`config.mk`:
```
export PLATFORM = sky130hd
export DESIGN_NAME = acpm_ctrl
export DESIGN_NICKNAME = d
export VERILOG_FILES = /design/src/rtl/acpm_pkg.sv /design/src/rtl/acpm_ctrl.sv
export SDC_FILE = /design/constraint.sdc
export NUM_CORES = 1
export LEC_CHECK = 0
export BUFFER_PORTS_ARGS = -buffer_cell sky130_fd_sc_hd__buf_2
export CORE_MARGIN = 1.5
export CORE_UTILIZATION = 30
export DETAILED_ROUTE_END_ITERATION = 10
export GPL_ROUTABILITY_DRIVEN = 0
export PLACE_DENSITY = 0.44
export SYNTH_ARGS = -nofsm -noshare
export SYNTH_HDL_FRONTEND = slang
export SYNTH_SLANG_ARGS = --single-unit
```
`constraint.sdc`:
```
create_clock -name aclk -period 2.35 [get_ports aclk]
set_input_delay 0.3525 -clock aclk [delete_from_list [all_inputs] [get_ports aclk]]
set_output_delay 0.3525 -clock aclk [all_outputs]
set_load 0.01 [all_outputs]
```
`src/rtl/acpm_pkg.sv`:
```
package acpm_pkg;

    localparam int unsigned SQ_W     = 56;
    localparam int unsigned PS_W     = 57;
    localparam int unsigned CFG_W    = 24;
    localparam int unsigned WL_W     = 16;
    localparam int unsigned PH_W     = 15;
    localparam int unsigned GAIN_W   = 24;
    localparam int unsigned RMS_W    = 32;
    localparam int unsigned RP_W     = 56;
    localparam int unsigned AP_W     = 55;
    localparam int unsigned PF_W     = 16;
    localparam int unsigned MAGQ_W   = 57;
    localparam int unsigned ROOT_W   = 28;
    localparam int unsigned XP_W     = 81;
    localparam int unsigned ACC_W    = 106;
    localparam int unsigned STEP_W   = 6;

    localparam logic [15:0] HP_COEF = 16'd32637;

    localparam logic [STEP_W-1:0] DIV_LAST  = STEP_W'(MAGQ_W - 1);
    localparam logic [STEP_W-1:0] SQRT_LAST = STEP_W'(ROOT_W - 1);
    localparam logic [STEP_W-1:0] PF_LAST   = STEP_W'(13);

    localparam logic [WL_W-1:0]   WL_RESET   = 16'd1000;
    localparam logic [PH_W-1:0]   PH_RESET   = 15'd16384;
    localparam logic [GAIN_W-1:0] GAIN_RESET = 24'd65536;

    typedef enum logic [1:0] {
        CFG_WINDOW,
        CFG_PHASE,
        CFG_VGAIN,
        CFG_IGAIN
    } cfg_idx_t;

    typedef enum logic [1:0] {
        CH_VOLT,
        CH_AMP,
        CH_POWER
    } chan_t;

    typedef enum logic [4:0] {
        OP_NONE,
        OP_ACCEPT,
        OP_HPV,
        OP_HPA,
        OP_CAL,
        OP_CALSQ,
        OP_VSQ,
        OP_ASQ,
        OP_PW,
        OP_DIV_LD,
        OP_DIV_STEP,
        OP_SQRT_LD,
        OP_SQRT_STEP,
        OP_RMS_MUL,
        OP_RMS_ST,
        OP_BM1,
        OP_BM2,
        OP_BM3,
        OP_BM4,
        OP_BM5,
        OP_BM6,
        OP_BM7,
        OP_RP,
        OP_AP1,
        OP_AP2,
        OP_AP3,
        OP_AP4,
        OP_APQ,
        OP_PFI,
        OP_PF_STEP,
        OP_OUT
    } dp_op_t;

    typedef enum logic [5:0] {
        ST_IDLE,
        ST_HPV,
        ST_HPA,
        ST_CAL,
        ST_CALSQ,
        ST_VSQ,
        ST_ASQ,
        ST_PW,
        ST_DIV_LD,
        ST_DIV,
        ST_SQRT_LD,
        ST_SQRT,
        ST_RMS_MUL,
        ST_RMS_ST,
        ST_BM1,
        ST_BM2,
        ST_BM3,
        ST_BM4,
        ST_BM5,
        ST_BM6,
        ST_BM7,
        ST_RP,
        ST_AP1,
        ST_AP2,
        ST_AP3,
        ST_AP4,
        ST_APQ,
        ST_PFI,
        ST_PF,
        ST_OUT
    } ctrl_state_t;

    typedef struct packed {
        dp_op_t op;
        chan_t  sel;
    } dp_cmd_t;

    typedef struct packed {
        logic win_end;
        logic out_busy;
    } dp_stat_t;

endpackage

```
`src/rtl/acpm_ctrl.sv`:
```
module acpm_ctrl (
    input  logic               aclk,
    input  logic               aresetn,
    input  logic               s_valid,
    output logic               s_ready,
    input  acpm_pkg::dp_stat_t stat,
    output acpm_pkg::dp_cmd_t  cmd
);
    import acpm_pkg::*;

    ctrl_state_t        state_reg, state_next;
    chan_t              ch_reg, ch_next;
    logic [STEP_W-1:0]  step_reg, step_next;

    always_ff @(posedge aclk) begin
        if (!aresetn) begin
            state_reg <= ST_IDLE;
            ch_reg    <= CH_VOLT;
            step_reg  <= '0;
        end else begin
            state_reg <= state_next;
            ch_reg    <= ch_next;
            step_reg  <= step_next;
        end
    end

    always_comb begin
        state_next = state_reg;
        ch_next    = ch_reg;
        step_next  = '0;
        case (state_reg)
            ST_IDLE: begin
                if (s_valid) state_next = ST_HPV;
            end
            ST_HPV:   state_next = ST_HPA;
            ST_HPA:   state_next = ST_CAL;
            ST_CAL:   state_next = ST_CALSQ;
            ST_CALSQ: state_next = ST_VSQ;
            ST_VSQ:   state_next = ST_ASQ;
            ST_ASQ:   state_next = ST_PW;
            ST_PW: begin
                if (stat.win_end) begin
                    state_next = ST_DIV_LD;
                    ch_next    = CH_VOLT;
                end else begin
                    state_next = ST_IDLE;
                end
            end
            ST_DIV_LD: state_next = ST_DIV;
            ST_DIV: begin
                if (step_reg == DIV_LAST) begin
                    state_next = (ch_reg == CH_POWER) ? ST_BM1 : ST_SQRT_LD;
                end else begin
                    step_next = step_reg + 1'b1;
                end
            end
            ST_SQRT_LD: state_next = ST_SQRT;
            ST_SQRT: begin
                if (step_reg == SQRT_LAST) begin
                    state_next = ST_RMS_MUL;
                end else begin
                    step_next = step_reg + 1'b1;
                end
            end
            ST_RMS_MUL: state_next = ST_RMS_ST;
            ST_RMS_ST: begin
                state_next = ST_DIV_LD;
                ch_next    = (ch_reg == CH_VOLT) ? CH_AMP : CH_POWER;
            end
            ST_BM1: state_next = ST_BM2;
            ST_BM2: state_next = ST_BM3;
            ST_BM3: state_next = ST_BM4;
            ST_BM4: state_next = ST_BM5;
            ST_BM5: state_next = ST_BM6;
            ST_BM6: state_next = ST_BM7;
            ST_BM7: state_next = ST_RP;
            ST_RP:  state_next = ST_AP1;
            ST_AP1: state_next = ST_AP2;
            ST_AP2: state_next = ST_AP3;
            ST_AP3: state_next = ST_AP4;
            ST_AP4: state_next = ST_APQ;
            ST_APQ: state_next = ST_PFI;
            ST_PFI: state_next = ST_PF;
            ST_PF: begin
                if (step_reg == PF_LAST) begin
                    state_next = ST_OUT;
                end else begin
                    step_next = step_reg + 1'b1;
                end
            end
            ST_OUT: begin
                if (!stat.out_busy) state_next = ST_IDLE;
            end
            default: state_next = ST_IDLE;
        endcase
    end

    always_comb begin
        s_ready = 1'b0;
        cmd.sel = ch_reg;
        cmd.op  = OP_NONE;
        case (state_reg)
            ST_IDLE: begin
                s_ready = 1'b1;
                cmd.op  = s_valid ? OP_ACCEPT : OP_NONE;
            end
            ST_HPV:     cmd.op = OP_HPV;
            ST_HPA:     cmd.op = OP_HPA;
            ST_CAL:     cmd.op = OP_CAL;
            ST_CALSQ:   cmd.op = OP_CALSQ;
            ST_VSQ:     cmd.op = OP_VSQ;
            ST_ASQ:     cmd.op = OP_ASQ;
            ST_PW:      cmd.op = OP_PW;
            ST_DIV_LD:  cmd.op = OP_DIV_LD;
            ST_DIV:     cmd.op = OP_DIV_STEP;
            ST_SQRT_LD: cmd.op = OP_SQRT_LD;
            ST_SQRT:    cmd.op = OP_SQRT_STEP;
            ST_RMS_MUL: cmd.op = OP_RMS_MUL;
            ST_RMS_ST:  cmd.op = OP_RMS_ST;
            ST_BM1:     cmd.op = OP_BM1;
            ST_BM2:     cmd.op = OP_BM2;
            ST_BM3:     cmd.op = OP_BM3;
            ST_BM4:     cmd.op = OP_BM4;
            ST_BM5:     cmd.op = OP_BM5;
            ST_BM6:     cmd.op = OP_BM6;
            ST_BM7:     cmd.op = OP_BM7;
            ST_RP:      cmd.op = OP_RP;
            ST_AP1:     cmd.op = OP_AP1;
            ST_AP2:     cmd.op = OP_AP2;
            ST_AP3:     cmd.op = OP_AP3;
            ST_AP4:     cmd.op = OP_AP4;
            ST_APQ:     cmd.op = OP_APQ;
            ST_PFI:     cmd.op = OP_PFI;
            ST_PF:      cmd.op = OP_PF_STEP;
            ST_OUT:     cmd.op = stat.out_busy ? OP_NONE : OP_OUT;
            default:    cmd.op = OP_NONE;
        endcase
    end

endmodule

```
Word level (Yosys, flattened, before mapping)
Index checks and enable logic that the tools add are counted.

Multiplexer cells: 19. Add/sub/neg operators: 1. Divide/modulo/power cells: 0. $lt $le $gt $ge: 0. Multiply operators: 0. Shift-type cells: 0. Reduce and logical (&&, ||, !) cells: 5. Bitwise logic cells: 0. Eq/ne operators: 39.

Operators by type and width (count): 6-bit one-hot mux with 30 select lines (1); 5-bit one-hot mux with 30 select lines (1); 6-bit by 5-bit == test with 1-bit output (second input constant) (15); 6-bit by 4-bit == test with 1-bit output (second input constant) (9); 6-bit two-way mux (8); 6-bit by 3-bit == test with 1-bit output (second input constant) (4); 6-bit one-hot mux with 3 select lines (1); 6-bit by 2-bit == test with 1-bit output (second input constant) (2); 2-bit inequality test (second input constant) (6); 6-bit by 1-bit adder with 6-bit output (second input constant) (1); 6-bit by 1-bit == test with 1-bit output (second input constant) (1); 6-bit == test (second input constant) (1); 6-bit logical NOT (1); 5-bit two-way mux (1); 5-bit AND reduction (1); 2-bit two-way mux (2); 4-bit two-way mux (1); 2-bit one-hot mux with 2 select lines (1); 3-bit two-way mux (1); 2-bit == test (second input constant) (1); 2-bit logical NOT (1); 1-bit two-way mux (2); 2-bit AND reduction (1); 2-bit nonzero test (1).

Word-level logic and storage cells: 67. Register bits after elaboration: 14. Output and inout bits: 8. Bits in read-only memories: 0. Memory bits (writable): 0. Input bits: 5. Latch bits: 0. Memories: 0.

Longest topological paths before layout
Gate-level depths: netlist (run 1).

Depth in word-level cells: 4. Gate-level depth with buffers: 7. Depth with buffers taken out: 7.

Least setup slack after synthesis (run 1)
No wires, ideal clock.

Kind: reg-to-reg. Start: reg step_reg[0]. End: reg state_reg[1]. Stages on the path, launching flop included: 7. Path buffers: 0. Setup slack: 689 ps. Arrival: 1588 ps. Clock period less this slack: 1661 ps. Library setup time: 73 ps. Data required time: 2277 ps. Cell sequence: dfxtp_1 > ha_1 > nand3b_2 > a21oi_2 > nor2_1 > or4_4 > o22ai_2.

Word-level cells in the longest chain between the ends: 3. Elaborated cells on any way between the ends: 7. Classes of those cells: 6 x eq/ne; 1 x reduce/logical.

Ends and longest elaborated chain: start, declared (line acpm_ctrl.sv:13) `logic [STEP_W-1:0] step_reg, step_next;`; start signal, assigned (line acpm_ctrl.sv:23) `step_reg <= step_next;`; 6-bit by 4-bit == test with 1-bit output (tied with other cells) (line acpm_ctrl.sv:85) `if (step_reg == PF_LAST) begin`; 2-bit inequality test (no line); 5-bit AND reduction (no line) *; end signal, assigned (line acpm_ctrl.sv:21) `state_reg <= state_next;`; end, declared (line acpm_ctrl.sv:11) `ctrl_state_t state_reg, state_next;`.

Every way passes the cells marked *; elsewhere a longest branch is shown, timed or not. A chain may end at the register's enable or synchronous reset.

==> out/qor.csv, run 1 <==
stage,metric,value,unit
placement,pre-CTS setup slack,0.475,ns
worst_setup_path,Worst Reg-to-Reg Cells,6,
clock_tree,clk slew on worst S/H paths,0.09,ns
power,PD cells,598,nW/um2
power,Leak,0.400,nW
routing,Post-Route WL,2120,um
global_routing,largest net degree at the start of global routing,22,
floorplanning,core area,2830,um2
cells_and_area,Largest register FFs,6,
clock_tree,post-cts gate resize count,0,
floorplanning,Ports,13,
clock_tree,CTS H-tree depth,1,
clock_tree,clk sinks,13,
routing,Post-DRT Antenna Nets,0,
floorplanning,Rows,19,
logic_synthesis,Cells after Synth,124,
clock_tree,worst skew pair latency,0.28,ns
logic_synthesis,"Seq/Total Area, Yosys",28.2,%
cells_and_area,Diodes inserted,0,
sta,Final Hold Fails,0,
routing,number of DRC markers in iteration 0,31,
hold_path,worst min path class,in2reg,
cells_and_area,synthesis-to-layout area growth,11.9,%
worst_setup_path,Worst Setup End Kind,output port,
routing,WL per Instance,12.8,um
sta,final setup margin,0.338,ns
floorplanning,die height,58.4,um
global_routing,first-pass GRT wire length,3540,um
logic_synthesis,synth unique cells,41,
placement,I/O Buffers,12,
sta,RSZ-0062 raised after global routing,no,
clock_tree,CTS Root Cell,clkbuf_4,
placement,hpwl dp,1620,um
clock_tree,setup bufs post-CTS,0,
logic_synthesis,"Net Count, Synth",132,
clock_tree,clk buf depth,2,
logic_synthesis,Post-Synth Simple-Gate Area,35.4,%
worst_setup_path,WP data arrival,1.66,ns
sta,slew margin rel.,64.7,%
routing,drt drc,0,
status,outcome,"finished, final reports clean",
global_routing,vias in the first global route,765,
routing,drt first pass iters,4,
sta,Final Slew Violations,0,
clock_tree,"Hold-fix buffers, CTS",0,
logic_synthesis,Post-Synth Adder-Cell Area,4.07,%
logic_synthesis,multiplexer share of the synthesized area,0,%
logic_synthesis,main area contributors after synthesis,"dfxtp_1 28%, o21ai_0 6.0%, nand2_1 5.3%",
logic_synthesis,synth warn,0,
logic_synthesis,synthesized flop and latch total,13,
clock_tree,CTS tree,done,
logic_synthesis,syn avg cell area,7.44,um2
logic_synthesis,cell area after synthesis,922,um2
cells_and_area,most frequent cells in the layout,"13 x nand2_1, 12 x nor2_1, 12 x dfxtp_1, 12 x buf_2, 11 x o21ai_0",
worst_setup_path,CP startpoint kind,flop,
cells_and_area,Final nets,144,
logic_synthesis,largest family of logic cells by synthesized area,simple AND/OR/NAND/NOR gates,
worst_setup_path,critical path class,reg2out,
sta,Setup TNS Final,0,ns
sta,clock skew,0.0111,ns
logic_synthesis,Yosys top cell area share,28.2,%
logic_synthesis,XOR/XNOR Fraction of Synth Area,4.75,%
worst_setup_path,"setup slack, reg-to-reg",0.53,ns
clock_tree,cts bufs inserted,3,
worst_setup_path,r2r startpoint,step_reg[0],
global_routing,GRT Util Overall,13.3,%
floorplanning,Die Width,58.4,um
sta,Final Critical Period,2.01,ns
routing,Via Count,910,
global_routing,total grt overflow,0,
hold_path,Min-Delay Startpoint,aresetn,
sta,Least-Margin Pin Slew,0.529,ns
hold_path,worst hold path endpoint,ch_reg[1],
hold_path,Hold Path Depth,3,
worst_setup_path,Crit Path Max Fanout,15,
cells_and_area,layout cell share with drive strength beyond 1,17.0,%
sta,fmax,497,MHz
routing,routed vias/inst,5.48,
logic_synthesis,"area leader, netlist",dfxtp_1,
sta,Tcrit/Tclk final,85.6,%
floorplanning,die area,3420,um2
global_routing,initial antenna violation count,0,
worst_setup_path,Worst Path Required,2.00,ns
power,maximum VDD drop,0.000258,V
sta,"Setup violations, final",0,
worst_setup_path,RR Endpoint,state_reg[1],
cells_and_area,"most common cell after layout, fill and taps aside",nand2_1,
logic_synthesis,complex-gate fraction of the synthesized area,22.1,%
floorplanning,initial core utilization,32.6,%
run,Max-Cap Viols,0,
## cells by family after synthesis
kind of cell / count (synthesis)
AOI/OAI and AO/OA: 31
and+or+nand+nor: 60
xor gates and xnor gates: 5
buffers and inverters: 12
DFF: 13
adders and majority gates: 3
## metal layers
metal  global-route usage [%]  wire length (um)
met1                     19.9              1170
met5                        0                 0
met4                     1.99                 6
met3                     4.62                86
met2                     18.8               863
## critical path, cell delays in order (launching register included)
cell	delay, ns
dfxtp_1	0.60
nor2b_1	0.38
nand3_1	0.18
nand2_1	0.10
buf_2	0.13
## synth_stat cells, drive strengths merged
library cell and count:
o21bai 1, a211oi 1, nor2b 2, dfxtp 13, buf 2, o22ai 5
nand3 6, or4 2, and2 4, a21oi 5, o2bb2ai 2, o211a 1
inv 5, nand2 13, a41oi 1, nor4 2, or3 1, nand3b 4
and2b 1, clkbuf 5, nor2 12, nand2b 3, nor3 3, o21ai 11
nor3b 1, a31oi 1, and3 3, ha 3, o21a 1, o2111ai 1
nand4 2, nor4b 1, xnor2 3, xor2 2, o31a 1
## power breakdown
group | internal [mW] | switching (mW)
Clock | 0.0658 | 0.0724
Sequential | 0.234 | 0.0480
Combinational | 0.0923 | 0.105
## how the worst max path moves through the flow
stage / startpoint / end / cells past startpoint
after global placement: state_reg[1] / state_reg[1] / 4
after CTS: state_reg[1] / cmd[5] / 5
final: state_reg[0] / cmd[6] / 4
after global routing: state_reg[0] / cmd[5] / 5
after floorplan: step_reg[0] / state_reg[1] / 6
after detailed placement: state_reg[1] / state_reg[1] / 4
## metrics by stage
step	power [mW]	hold slack (ns)	std cells	util (%)	instance area [um2]
6_report	0.617	0.434	166	36.5	1030
5_1_grt	0.661	0.429	166	36.5	1030
4_1_cts	0.624	0.427	166	36.4	1030
3_5_place_dp	0.482	0.483	162	35.5	1000
3_3_place_gp	0.486	0.484	162	35.5	1000
2_1_floorplan	0.423	0.452	124	-	922
## final cells by class
class,count,area (um2)
clock buffers,4,26.3
fillers,299,1800
inverters,5,18.8
multi-input cells,99,612
flip-flops and latches,13,262
well taps,31,38.8
repair buffers,14,75.1
Note: power is estimated with default switching activity, not from simulation.
==> run 2: changes to the inputs <==
- BUFFER_PORTS_ARGS: -buffer_cell sky130_fd_sc_hd__buf_2 -> -buffer_cell sky130_fd_sc_hd__buf_4
==> run 2 against run 1 <==
Compared with the run above: utilization grew 1.0 points; power grew 3.3%; flip-flop and latch count is the same; critical path type unchanged; highest routed layer is now met3.
==> out/qor.csv, run 2 (synthesized netlist as in run 1, its figures left out) <==
stage,metric,value,unit,change
power,maximum VDD drop,0.000333,V,+29%
global_routing,total grt overflow,0,,unchanged
routing,routed vias/inst,5.36,,-2.2%
cells_and_area,layout cell share with drive strength beyond 1,16.3,%,-0.74 points
power,PD cells,601,nW/um2,+0.52%
worst_setup_path,r2r startpoint,state_reg[1],,
floorplanning,Rows,19,,unchanged
hold_path,Min-Delay Startpoint,aresetn,,
worst_setup_path,critical path class,reg2out,,
clock_tree,post-cts gate resize count,0,,unchanged
clock_tree,CTS Root Cell,clkbuf_4,,
worst_setup_path,Worst Path Required,2.00,ns,about the same
sta,Final Hold Fails,0,,unchanged
cells_and_area,Diodes inserted,0,,unchanged
sta,Final Slew Violations,0,,unchanged
clock_tree,setup bufs post-CTS,0,,unchanged
global_routing,initial antenna violation count,0,,unchanged
worst_setup_path,worst path cell trace,and2_1 > o21ai_0 > o21ai_0 > nand2_1 > buf_4,,
run,Max-Cap Viols,0,,unchanged
placement,hpwl dp,1580,um,-2.3%
placement,placed cell count,162,,unchanged
status,outcome,"finished, final reports clean",,
power,Reg power frac,44.5,%,-1.2 points
sta,Final Critical Period,2.18,ns,+0.172 ns
routing,Post-DRT Antenna Nets,0,,unchanged
sta,Tcrit/Tclk final,92.9,%,+7.3 points
sta,"Setup violations, final",0,,unchanged
power,internal power,407,uW,+4.0%
power,switching part of the total,36.1,%,-0.42 points
floorplanning,die area,3420,um2,unchanged
worst_setup_path,CP startpoint,state_reg[1],,
routing,number of DRC markers in iteration 0,25,,-19%
cells_and_area,# fillers,300,,+0.33%
clock_tree,"Hold-fix buffers, CTS",0,,unchanged
clock_tree,CTS tree,done,,
floorplanning,die height,58.4,um,unchanged
cells_and_area,final core utilization,37.5,%,+1.0 points
routing,Post-Route WL,2100,um,-0.94%
floorplanning,Ports,13,,unchanged
sta,clock skew,0.00249,ns,-0.00861 ns
cells_and_area,"most common cell after layout, fill and taps aside",buf_4,,
global_routing,first-pass GRT wire length,3540,um,unchanged
clock_tree,cts bufs inserted,3,,unchanged
global_routing,vias in the first global route,785,,+2.6%
placement,I/O Buffers,12,,unchanged
worst_setup_path,Crit path max-delay family,flip-flops,,
clock_tree,CTS H-tree depth,1,,unchanged
routing,drt drc,0,,unchanged
sta,fmax,458,MHz,-7.9%
global_routing,GRT Util Overall,13.1,%,-0.20 points
sta,Least-Margin Pin Slew,0.667,ns,+0.138 ns
worst_setup_path,Buf/Inv on CP,1,,unchanged
sta,slew margin rel.,55.5,%,-9.2 points
sta,Min Hold Slack,0.394,ns,-0.0400 ns
clock_tree,worst skew pair latency,0.27,ns,about the same
worst_setup_path,WP data arrival,1.83,ns,+0.17 ns
power,Logic pwr share,34.1,%,+2.2 points
cells_and_area,Largest register FFs,6,,unchanged
worst_setup_path,"most used cell, CP",o21ai_0,,
worst_setup_path,CP startpoint kind,flop,,
cells_and_area,Final nets,144,,unchanged
worst_setup_path,Crit-path slowest cell,dfxtp_1,,
power,NetSw,230,uW,+2.1%
routing,WL per Instance,12.7,um,-0.94%
clock_tree,clk buf depth,2,,unchanged
cells_and_area,Final Non-Filler Cells,166,,unchanged
sta,RSZ-0062 raised after global routing,no,,
global_routing,largest net degree at the start of global routing,22,,unchanged
floorplanning,initial core utilization,32.6,%,unchanged
sta,Setup TNS Final,0,ns,unchanged
routing,drt first pass iters,4,,unchanged
hold_path,worst min path class,in2reg,,
worst_setup_path,crit-path max cell delay,0.75,ns,+0.15 ns
cells_and_area,most frequent cells in the layout,"14 x buf_4, 13 x nand2_1, 13 x dfxtp_1",,
clock_tree,clk slew on worst S/H paths,0.08,ns,about the same
routing,Via Count,890,,-2.2%
floorplanning,core area,2830,um2,unchanged
worst_setup_path,Crit Path Max Fanout,21,,+6
worst_setup_path,Worst Setup End Kind,output port,,
power,clock share of power,21.4,%,-1.0 points
cells_and_area,synthesis-to-layout area growth,15.1,%,
floorplanning,Die Width,58.4,um,unchanged
clock_tree,clk sinks,13,,unchanged
power,Leak,0.405,nW,+1.2%
## run 2: changes by cell type in the layout (fill, tap and decap cells not counted)
cell	previous run	this run
dfxtp_1	12	13
buf_4	2	14
buf_2	12	0
dfxtp_2	1	0
## run 2: power by group through the flow
stage | Sequential [mW] | Combinational (mW) | Clock, mW
floorplan | 0.248 | 0.175 | 0
detailed placement | 0.287 | 0.217 | 0
global placement | 0.287 | 0.220 | 0
global route | 0.288 | 0.240 | 0.155
finish | 0.284 | 0.217 | 0.137
CTS | 0.282 | 0.218 | 0.144
## run 2: path summary, 6_finish.rpt
check / end / slack (ns) / cells after the start
setup / recovery: cmd[5] / 0.17 / 5
hold / removal: step_reg[5] / 0.39 / 2
setup reg to reg: state_reg[1] / 0.41 / 5
hold reg to reg: step_reg[0] / 0.51 / 1
## run 2: through the flow
step	setup WS (ns)	area [um2]	power, mW
after floorplan	0.689	922	0.423
after global placement	0.505	1030	0.506
after detailed placement	0.467	1030	0.504
after CTS	0.184	1060	0.644
after global routing	0.0358	1060	0.683
final	0.166	1060	0.637
## run 2: per-layer routing
layer	wire length (um)	up-vias	global-route usage, %
li1	-	469	-
met1	1120	411	20.1
met2	914	10	18.8
met3	65	0	3.96
met4	0	0	0.997
met5	0	-	0
## run 2: cell type report
class	instances	area, um2	share of cell area [%]
clock buffers	4	26.3	2.48
repair buffers	14	105	9.91
multi-input cells	99	612	57.7
flip-flops and latches	13	260	24.5
well taps	31	38.8	3.66
inverters	5	18.8	1.77
## run 2: worst reg2reg max path, delay by kind of cell (launching register included)
kind,cells,cell delay [ns]
and+or+nand+nor,3,0.81
DFF,1,0.75
AOI/OAI and AO/OA,2,0.31
